## config.mk

```make
export PLATFORM = sky130hd
export DESIGN_NAME = matrix_keypad_debounce_events_top
export DESIGN_NICKNAME = d
export VERILOG_FILES = /design/src/rtl/mkde_pkg.sv /design/src/rtl/mkde_front.sv /design/src/rtl/mkde_queue.sv /design/src/rtl/mkde_back.sv /design/src/rtl/matrix_keypad_debounce_events_top.sv
export SDC_FILE = /design/constraint.sdc
export NUM_CORES = 1
export LEC_CHECK = 0
export BUFFER_PORTS_ARGS = -buffer_cell sky130_fd_sc_hd__buf_2
export CAP_MARGIN = 20
export CELL_PAD_IN_SITES_DETAIL_PLACEMENT = 0
export CELL_PAD_IN_SITES_GLOBAL_PLACEMENT = 1
export CORE_MARGIN = 4
export CORE_UTILIZATION = 36
export CTS_BUF_LIST = sky130_fd_sc_hd__clkbuf_8
export DETAILED_ROUTE_END_ITERATION = 16
export PLACE_DENSITY = 0.62
export SYNTH_ARGS = -nofsm -noshare
export SYNTH_HDL_FRONTEND = slang
export SYNTH_HIERARCHICAL = 1
export SYNTH_SLANG_ARGS = --single-unit
```

## constraint.sdc

```tcl
create_clock -name clock -period 6.3 [get_ports clock]
set_input_delay 0.63 -clock clock [delete_from_list [all_inputs] [get_ports clock]]
set_output_delay 0.63 -clock clock [all_outputs]
set_load 0.005 [all_outputs]
```

## src/rtl/mkde_pkg.sv

```systemverilog
package mkde_pkg;

   localparam int ROWS      = 4;
   localparam int COLUMNS   = 4;
   localparam int IN_COLS   = 4;
   localparam int SCAN_COLS = (COLUMNS < IN_COLS) ? COLUMNS : IN_COLS;
   localparam int KEY_TOTAL = ROWS * COLUMNS;
   localparam int KEY_W     = 4;
   localparam int ROW_W     = 2;
   localparam int CNT_W     = 8;
   localparam int CSR_IDX_W = 2;
   localparam int CSR_DAT_W = 8;

   localparam logic [CNT_W-1:0] CNT_MAX = 8'd255;

   localparam logic [1:0] EV_PRESS   = 2'd0;
   localparam logic [1:0] EV_LONG    = 2'd1;
   localparam logic [1:0] EV_RELEASE = 2'd2;

   localparam logic [CSR_IDX_W-1:0] CSR_ENABLED   = 2'd0;
   localparam logic [CSR_IDX_W-1:0] CSR_DEBOUNCE  = 2'd1;
   localparam logic [CSR_IDX_W-1:0] CSR_LONGPRESS = 2'd2;

   typedef struct packed {
      logic [ROW_W-1:0]   row_index;
      logic [IN_COLS-1:0] column_levels;
   } req_word_type;

   typedef struct packed {
      logic [KEY_W-1:0] key_index;
      logic [1:0]       event_code;
      logic             last_event;
   } rsp_word_type;

   typedef struct packed {
      logic             enabled;
      logic [CNT_W-1:0] debounce_count;
      logic [CNT_W-1:0] longpress_count;
   } cfg_type;

   // one classified row scan: events still to be sent, per column
   typedef struct packed {
      logic [ROW_W-1:0]               row;
      logic [SCAN_COLS-1:0]           ev_mask;
      logic [SCAN_COLS-1:0][1:0]      codes;
   } scan_ev_type;

endpackage

```

## src/rtl/mkde_front.sv

```systemverilog
module mkde_front
   import mkde_pkg::*;
(
   input  logic         clock,
   input  logic         reset,
   input  cfg_type      cfg,
   input  logic         req_valid,
   output logic         req_ready,
   input  req_word_type req_word,
   input  logic         q_full,
   output logic         q_push,
   output scan_ev_type  q_data
);

   logic [CNT_W-1:0] cnt_ff [KEY_TOTAL];
   logic [CNT_W-1:0] cnt_in [KEY_TOTAL];
   logic [KEY_W-1:0] key   [SCAN_COLS];
   logic [CNT_W-1:0] nxt   [SCAN_COLS];
   logic             upd;
   scan_ev_type      ev;

   assign req_ready = !q_full;
   assign upd = req_valid && req_ready && cfg.enabled
                && ({1'b0, req_word.row_index} < 3'(ROWS));

   always_comb begin
      logic [CNT_W-1:0] c;
      logic [CNT_W-1:0] inc;
      ev.row     = req_word.row_index;
      ev.ev_mask = '0;
      ev.codes   = '0;
      for (int j = 0; j < SCAN_COLS; j++) begin
         key[j] = KEY_W'(int'(req_word.row_index) * COLUMNS + j);
         c      = cnt_ff[key[j]];
         inc    = (c == CNT_MAX) ? c : c + 8'd1;
         if (req_word.column_levels[j]) begin
            // released: report if the press had been seen
            nxt[j] = '0;
            if (c >= cfg.debounce_count) begin
               ev.ev_mask[j] = 1'b1;
               ev.codes[j]   = EV_RELEASE;
            end
         end else begin
            nxt[j] = inc;
            if (inc == cfg.debounce_count) begin
               ev.ev_mask[j] = 1'b1;
               ev.codes[j]   = EV_PRESS;
            end else if (inc == cfg.longpress_count) begin
               ev.ev_mask[j] = 1'b1;
               ev.codes[j]   = EV_LONG;
            end
         end
      end
   end

   always_comb begin
      cnt_in = cnt_ff;
      if (upd) begin
         for (int j = 0; j < SCAN_COLS; j++) begin
            cnt_in[key[j]] = nxt[j];
         end
      end
   end

   always_ff @(posedge clock) begin
      if (reset) begin
         for (int k = 0; k < KEY_TOTAL; k++) begin
            cnt_ff[k] <= '0;
         end
      end else begin
         cnt_ff <= cnt_in;
      end
   end

   assign q_push = upd && (ev.ev_mask != '0);
   assign q_data = ev;

endmodule

```

## src/rtl/mkde_queue.sv

```systemverilog
module mkde_queue
   import mkde_pkg::*;
(
   input  logic        clock,
   input  logic        reset,
   input  logic        push,
   input  scan_ev_type push_data,
   output logic        full,
   input  logic        pop,
   output logic        head_valid,
   output scan_ev_type head_data
);

   scan_ev_type mem [2];
   logic        wr_ptr_ff, wr_ptr_in;
   logic        rd_ptr_ff, rd_ptr_in;
   logic [1:0]  count_ff, count_in;

   assign full       = (count_ff == 2'd2);
   assign head_valid = (count_ff != 2'd0);
   assign head_data  = mem[rd_ptr_ff];

   always_comb begin
      wr_ptr_in = push ? !wr_ptr_ff : wr_ptr_ff;
      rd_ptr_in = pop ? !rd_ptr_ff : rd_ptr_ff;
      count_in  = count_ff + {1'b0, push} - {1'b0, pop};
   end

   always_ff @(posedge clock) begin
      if (push) begin
         mem[wr_ptr_ff] <= push_data;
      end
   end

   always_ff @(posedge clock) begin
      if (reset) begin
         wr_ptr_ff <= 1'b0;
         rd_ptr_ff <= 1'b0;
         count_ff  <= '0;
      end else begin
         wr_ptr_ff <= wr_ptr_in;
         rd_ptr_ff <= rd_ptr_in;
         count_ff  <= count_in;
      end
   end

endmodule

```

## src/rtl/mkde_back.sv

```systemverilog
module mkde_back
   import mkde_pkg::*;
(
   input  logic         clock,
   input  logic         reset,
   input  logic         head_valid,
   input  scan_ev_type  head_data,
   output logic         pop,
   output logic         rsp_valid,
   input  logic         rsp_ready,
   output rsp_word_type rsp_word
);

   logic [SCAN_COLS-1:0] done_ff, done_in;
   logic                 rsp_valid_ff, rsp_valid_in;
   rsp_word_type         rsp_word_ff, rsp_word_in;
   logic [SCAN_COLS-1:0] pend;
   logic [SCAN_COLS-1:0] pick;
   logic [1:0]           pick_col;
   logic                 last;
   logic                 load;

   assign pend = head_data.ev_mask & ~done_ff;

   // lowest pending column goes first
   always_comb begin
      pick     = '0;
      pick_col = '0;
      for (int j = SCAN_COLS - 1; j >= 0; j--) begin
         if (pend[j]) begin
            pick     = SCAN_COLS'(1) << j;
            pick_col = 2'(j);
         end
      end
   end

   assign last = ((pend & ~pick) == '0);
   assign load = head_valid && (!rsp_valid_ff || rsp_ready);
   assign pop  = load && last;

   always_comb begin
      done_in      = done_ff;
      rsp_valid_in = rsp_valid_ff;
      rsp_word_in  = rsp_word_ff;
      if (load) begin
         rsp_valid_in           = 1'b1;
         rsp_word_in.key_index  = KEY_W'(int'(head_data.row) * COLUMNS + int'(pick_col));
         rsp_word_in.event_code = head_data.codes[pick_col];
         rsp_word_in.last_event = last;
         done_in                = last ? '0 : (done_ff | pick);
      end else if (rsp_ready) begin
         rsp_valid_in = 1'b0;
      end
   end

   always_ff @(posedge clock) begin
      rsp_word_ff <= rsp_word_in;
   end

   always_ff @(posedge clock) begin
      if (reset) begin
         done_ff      <= '0;
         rsp_valid_ff <= 1'b0;
      end else begin
         done_ff      <= done_in;
         rsp_valid_ff <= rsp_valid_in;
      end
   end

   assign rsp_valid = rsp_valid_ff;
   assign rsp_word  = rsp_word_ff;

endmodule

```

## src/rtl/matrix_keypad_debounce_events_top.sv

```systemverilog
// an accepted scan word is classified and queued, then its events enter the output
// register from the queue head; scan words are taken one per cycle while the queue is
// not full; the event serializer (one event per cycle while rsp_ready is high) sets
// the rate, a 2-deep queue decouples it; reset (synchronous, active high) clears all
// key counters, the queue and rsp_valid, and sets enabled 0, debounce 3, long press 100
module matrix_keypad_debounce_events_top
   import mkde_pkg::*;
(
   input  logic                 clock,
   input  logic                 reset,
   // scan word in
   input  logic                 req_valid,
   output logic                 req_ready,
   input  req_word_type         req_word,
   // event word out
   output logic                 rsp_valid,
   input  logic                 rsp_ready,
   output rsp_word_type         rsp_word,
   // register writes
   input  logic                 csr_we,
   input  logic [CSR_IDX_W-1:0] csr_index,
   input  logic [CSR_DAT_W-1:0] csr_wdata
);

   cfg_type     cfg_ff, cfg_in;
   logic        q_full;
   logic        q_push;
   scan_ev_type q_data;
   logic        q_pop;
   logic        q_head_valid;
   scan_ev_type q_head_data;

   // config registers, unknown index is dropped
   always_comb begin
      cfg_in = cfg_ff;
      if (csr_we) begin
         unique case (csr_index)
            CSR_ENABLED:   cfg_in.enabled         = csr_wdata[0];
            CSR_DEBOUNCE:  cfg_in.debounce_count  = csr_wdata;
            CSR_LONGPRESS: cfg_in.longpress_count = csr_wdata;
            default:       cfg_in = cfg_ff;
         endcase
      end
   end

   always_ff @(posedge clock) begin
      if (reset) begin
         cfg_ff.enabled         <= 1'b0;
         cfg_ff.debounce_count  <= 8'd3;
         cfg_ff.longpress_count <= 8'd100;
      end else begin
         cfg_ff <= cfg_in;
      end
   end

   // front: counter update and event classification for the whole row
   mkde_front u_front (
      .clock     (clock),
      .reset     (reset),
      .cfg       (cfg_ff),
      .req_valid (req_valid),
      .req_ready (req_ready),
      .req_word  (req_word),
      .q_full    (q_full),
      .q_push    (q_push),
      .q_data    (q_data)
   );

   // rows with at least one event wait here
   mkde_queue u_queue (
      .clock      (clock),
      .reset      (reset),
      .push       (q_push),
      .push_data  (q_data),
      .full       (q_full),
      .pop        (q_pop),
      .head_valid (q_head_valid),
      .head_data  (q_head_data)
   );

   // back: one event per cycle, ascending column, into the output register unless stalled
   mkde_back u_back (
      .clock      (clock),
      .reset      (reset),
      .head_valid (q_head_valid),
      .head_data  (q_head_data),
      .pop        (q_pop),
      .rsp_valid  (rsp_valid),
      .rsp_ready  (rsp_ready),
      .rsp_word   (rsp_word)
   );

endmodule

```

Word level (Yosys, flattened, before mapping)
Memories as Yosys holds them, arrays and structs flattened. A register that Yosys moved wholly into a read port is not among the register bits.
Index checks and enable logic that the tools add are counted.
{"block": "word_totals", "regBits": 161, "ram_bits": 28, "inputBits": 21, "memories": 1, "output_inout_bits": 9, "wordCells": 178}
{"block": "op_classes", "bitwise": 9, "add_sub_neg": 10, "n_reduce_logical": 22, "muxes": 81, "n_eq_ne": 15, "magnitude_cmp": 13}
{"name": "u_queue.mem", "words": 2, "width": 14, "read_ports": 1, "rd_ports_with_merged_regs": 1, "wr": 1, "line_no": "mkde_queue.sv:14", "text": "scan_ev_type mem [2];"}
{"operator": "128-bit bitwise mux", "n": 4}
{"operator": "8-bit 2-to-1 mux", "n": 20}
{"operator": "8-bit binary-select mux with 4-bit select", "n": 4}
{"operator": "8-bit demux with 4-bit select", "n": 4}
{"operator": "8-bit equality test", "n": 8}
{"operator": "2-bit 2-to-1 mux", "n": 17}
{"operator": "8-bit by 1-bit adder with 8-bit output (second input constant)", "n": 4}
{"operator": "8-bit equality test (second input constant)", "n": 4}
{"operator": "8-bit greater-or-equal comparator", "n": 4}
{"operator": "1-bit 2-to-1 mux", "n": 26}
{"operator": "5-bit greater-or-equal comparator (second input constant)", "n": 4}
{"operator": "5-bit by 1-bit < comparator with 1-bit output (second input constant)", "n": 4}
{"operator": "4-bit 2-to-1 mux", "n": 5}
{"operator": "4-bit NOT with 5-bit output", "n": 4}
{"operator": "1-bit logical AND", "n": 9}
{"operator": "4-bit by 2-bit adder with 4-bit output (second input constant)", "n": 2}
{"operator": "4-bit AND", "n": 2}
{"operator": "4-bit NOT", "n": 2}
{"operator": "2-bit AND reduction", "n": 3}
{"operator": "4-bit by 1-bit adder with 4-bit output (second input constant)", "n": 1}
{"operator": "4-bit by 2-bit adder with 4-bit output", "n": 1}
{"operator": "2-bit binary-select mux with 2-bit select", "n": 1}
{"operator": "2-bit equality test (second input constant)", "n": 2}
{"operator": "1-bit zero test", "n": 4}
{"operator": "10 further kinds", "n": 11}

Longest topological paths before layout
{"block": "depth", "depth_word": 15, "depth_mapped": 19, "mapped_depth_nobuf": 15}

Modules after synthesis
Netlist, hierarchy kept.
{"mod": "mkde_front", "cells_each": 1091, "area_per_inst_um2": 8708.4, "instances": 1}
{"mod": "mkde_queue", "cells_each": 64, "area_per_inst_um2": 1228.7, "instances": 1}
{"mod": "matrix_keypad_debounce_events_top", "cells_each": 73, "area_per_inst_um2": 739.5, "instances": 1}
{"mod": "mkde_back", "cells_each": 45, "area_per_inst_um2": 569.3, "instances": 1}

Least setup slack after synthesis
OpenSTA, ideal clock, no wires.
{"block": "synth_timing", "path_type": "input -> register", "from": "in req_word[5] (netlist bit)", "to": "mem u_queue/mem[0][0] (netlist bit), enable pin", "path_buffers": 4, "path_stages": 15, "arrival_ps": 4272, "path_slack_ps": 1642, "path_cell_list": "buf_6 -> buf_12 -> buf_12 -> mux4_2 -> ha_1 -> clkbuf_1 -> and3_1 -> a221oi_1 -> o311ai_1 -> a2111oi_2 -> nand4b_1 -> o211ai_1 -> nand4bb_1 -> o31a_1 -> nor2b_1"}
{"element": "from (decl)", "line_no": "matrix_keypad_debounce_events_top.sv:14", "text": "input req_word_type req_word,"}
{"element": "to (decl)", "line_no": "mkde_queue.sv:14"}

==> flow_metrics.py <==
metrics = {
    "power": {
        "swShare_pct": 26.4,
        "power_switching_uw": 593,
        "clockPowerShare_pct": 38.6,
        "power_uw": 2240,
        "combPwrFrac_pct": 5.5,
        "powerDensity_mw_per_mm2": 189,
        "peakVddDrop_mv": 0.128,
        "seq_power_share_pct": 55.8,
        "p_int_uw": 1650,
        "cellLeakagePower_uw": 0.00405,
    },
    "synth": {
        "syn_area_mm2": 0.0112,
        "syn-num-nets": 1332,
        "ys_warn_count": 6,
        "synth-seq-cells": 190,
        "synth-async-reset-ratio_pct": 0,
        "synth_edf_count": 35,
        "synthCells": 1273,
        "synth.distinct_cells": 95,
        "synth-seq-area-share_pct": 36.9,
        "synth_area_per_cell_um2": 8.83,
        "ys.flop_type": "dfxtp_1",
    },
    "cts": {
        "post_cts_resized": 0,
        "clock_sinks": 190,
        "clkLatencyLatePin_ns": 0.49,
        "postCtsHoldBufs": 0,
        "root_buffer": "clkbuf_8",
        "cts_tree": "yes",
        "cts_max_level": 4,
        "path_clk_slew_ns": 0.10,
        "postCtsSetupBuffers": 0,
        "cts_buffers": 17,
        "cts_buffer_depth": 2,
    },
    "floorplanning": {
        "io_pins": 30,
        "die_area_mm2": 0.0341,
        "core-area_mm2": 0.0307,
        "die_w_um": 185,
        "start_util_pct": 36.7,
        "fp.dieH_um": 185,
        "rows": 64,
    },
    "detailed_routing": {
        "totalWireLength_mm": 33.4,
        "drc": 0,
        "antenna_left": 0,
        "dr.first_iter.drc_count": 633,
        "post_drt_wl_per_cell_um": 20.2,
        "vias": 8996,
        "post_drt_via_cell_ratio": 5.45,
        "dr.pass1.iters": 5,
    },
    "placement": {
        "routabilityCongestion": 0.832,
        "placedInstanceArea_mm2": 0.0115,
        "port_buffers": 29,
        "dpl.hpwl_mm": 21.7,
    },
    "timing": {
        "finalHoldViolCount": 0,
        "slew_headroom_pct": 30.1,
        "clock_skew_ns": 0.0156,
        "fmaxAchievable_mhz": 206,
        "period_share_pct": 77.0,
        "setup-violations-final": 0,
        "min_period_ns": 4.85,
        "tightest_slew_ns": 1.05,
        "grt_setup_unrepaired": "false",
        "tns_ns": 0,
        "whs_ns": 0.420,
        "finalMaxSlewViolations": 0,
    },
    "finish": {
        "fin_nets": 1301,
        "fin_area_mm2": 0.0119,
        "syn_to_final_growth_pct": 5.80,
        "drive_gt1_share_pct": 12.4,
        "diodes": 0,
    },
    "setup_path": {
        "end_kind": "flip-flop",
        "start_kind": "primary input",
        "crit_arrival_ns": 4.98,
        "path_class": "primary input to flip-flop",
        "critical_path_required_ns": 6.43,
        "cp_max_fo": 28,
    },
    "run": {
        "cap_violations": 0,
    },
    "global_route": {
        "grtUsageTotal_pct": 19.8,
        "grt_pass1_wl_mm": 51.6,
        "gr-total-overflow": 0,
        "grt_pass1_vias": 8478,
        "antenna_found_initial": 0,
        "grt_max_degree": 82,
    },
    "run_status": {
        "run_status": "finished clean",
    },
    "worst_hold_path": {
        "hp-class": "primary input to flip-flop",
    },
}
-- cells in the final DEF (no fill, tap or decap), drive strengths merged, types with 17 or more instances in the layout --
cell type / n
nand2b: 33
xnor2: 46
edfxtp: 35
a21oi: 160
nor2: 64
o21ai: 18
inv: 30
mux2i: 30
mux4: 32
ha: 38
dfxtp: 155
and3: 17
buf: 45
clkbuf: 17
nand3: 27
nand2: 288
nor2b: 23
-- state kept, by name, summed over array words and instances (netlist names), named ones only --
| signal | cells |
|---|---|
| u_back/rsp_valid | 1 |
| u_back/rsp_word | 7 |
| cfg_ff | 17 |
| u_front/cnt_ff | 128 |
| u_queue/mem | 28 |
| u_queue/rd_ptr_ff | 1 |
| u_back/done_ff | 4 |
| u_queue/count_ff | 2 |
| u_queue/wr_ptr_ff | 1 |
-- Yosys cell counts, types with 18 or more instances --
| cell type | n | area [µm²] |
|---|---|---|
| nand2b_1 | 32 | 200 |
| nand2_1 | 287 | 1080 |
| clkbuf_1 | 58 | 218 |
| ha_1 | 38 | 475 |
| nor2b_1 | 21 | 131 |
| nor2_1 | 64 | 240 |
| edfxtp_1 | 35 | 1050 |
| mux2i_1 | 30 | 300 |
| dfxtp_1 | 155 | 3100 |
| xnor2_1 | 45 | 394 |
| a21oi_1 | 160 | 801 |
| inv_1 | 21 | 78.8 |
| o21ai_0 | 18 | 90.1 |
| nand3_1 | 23 | 115 |
| mux4_2 | 23 | 518 |
-- power by group through the flow --
| stage | registers [µW] | logic (µW) | clock network, µW |
|---|---|---|---|
| floorplan | 1270 | 97.2 | 0 |
| global placement | 1280 | 125 | 0 |
| detailed placement | 1280 | 125 | 0 |
| CTS | 1250 | 125 | 899 |
| global route | 1250 | 136 | 941 |
| finish | 1250 | 125 | 867 |
-- area by class of cell --
class                           instances  area (µm²)
Clock buffer                           17         234
Clock inverter                         15         174
Fill cell                            3091       18800
Inverter                               23        86.3
Multi-Input combinational cell        965        6490
Sequential cell                       190        4150
Tap cell                              396         495
Timing Repair Buffer                   45         268
-- metal layers --
metal	track usage [%]	vias to the layer above	part of all wire (%)
met5	0	-	0
met4	4.96	0	1.3
met3	3.36	18	5.0
met2	31.5	219	47
met1	28.3	4364	47
li1	-	4395	-
-- worst max-delay path, stage by stage --
cell and delay, ns:
buf_2 0.67, buf_4 0.35, mux4_2 0.64, ha_1 0.33
and3_4 0.20, a211oi_4 0.28, xnor2_1 0.20, xor2_1 0.17
o2111ai_1 0.13, or3_4 0.43, o211ai_4 0.09, o31a_1 0.25
and2_1 0.58
-- stage by stage --
| stage | worst slack [ns] | std cells | utilization (%) |
|---|---|---|---|
| after detailed placement | 0.903 | 1619 | 37.5 |
| after CTS | 1.45 | 1651 | 38.8 |
| after floorplan | 1.64 | 1273 | - |
| after global routing | 1.16 | 1651 | 38.8 |
| after global placement | 0.930 | 1619 | 37.5 |
| final | 1.45 | 1651 | 38.8 |
-- path summary, 6_finish.rpt --
check                           from                 end  slack, ns  cells after the start
setup / recovery         req_word[5]  u_queue/mem[1][11]       1.45                     13
hold / removal          csr_wdata[1]           cfg_ff[1]       0.42                      3
setup reg to reg  u_front/cnt_ff[48]  u_queue/mem[1][11]       2.16                     11
hold reg to reg   u_front/cnt_ff[38]  u_front/cnt_ff[38]       0.46                      2
-- kinds of logic (layout without fill, tap and decap cells) --
group | count (synthesis) | count (layout) | synth area share, %
adder cells (fa/ha/maj) | 39 | 39 | 4.33
flip-flops | 190 | 190 | 36.9
AND/OR/NAND/NOR | 519 | 519 | 21.9
XOR/XNOR | 62 | 62 | 5.50
AO/OA/AOI/OAI | 268 | 268 | 15.0
multiplexers | 77 | 77 | 10.9
buffers and inverters | 118 | 100 | 5.47
(Power assumes the default switching activity.)
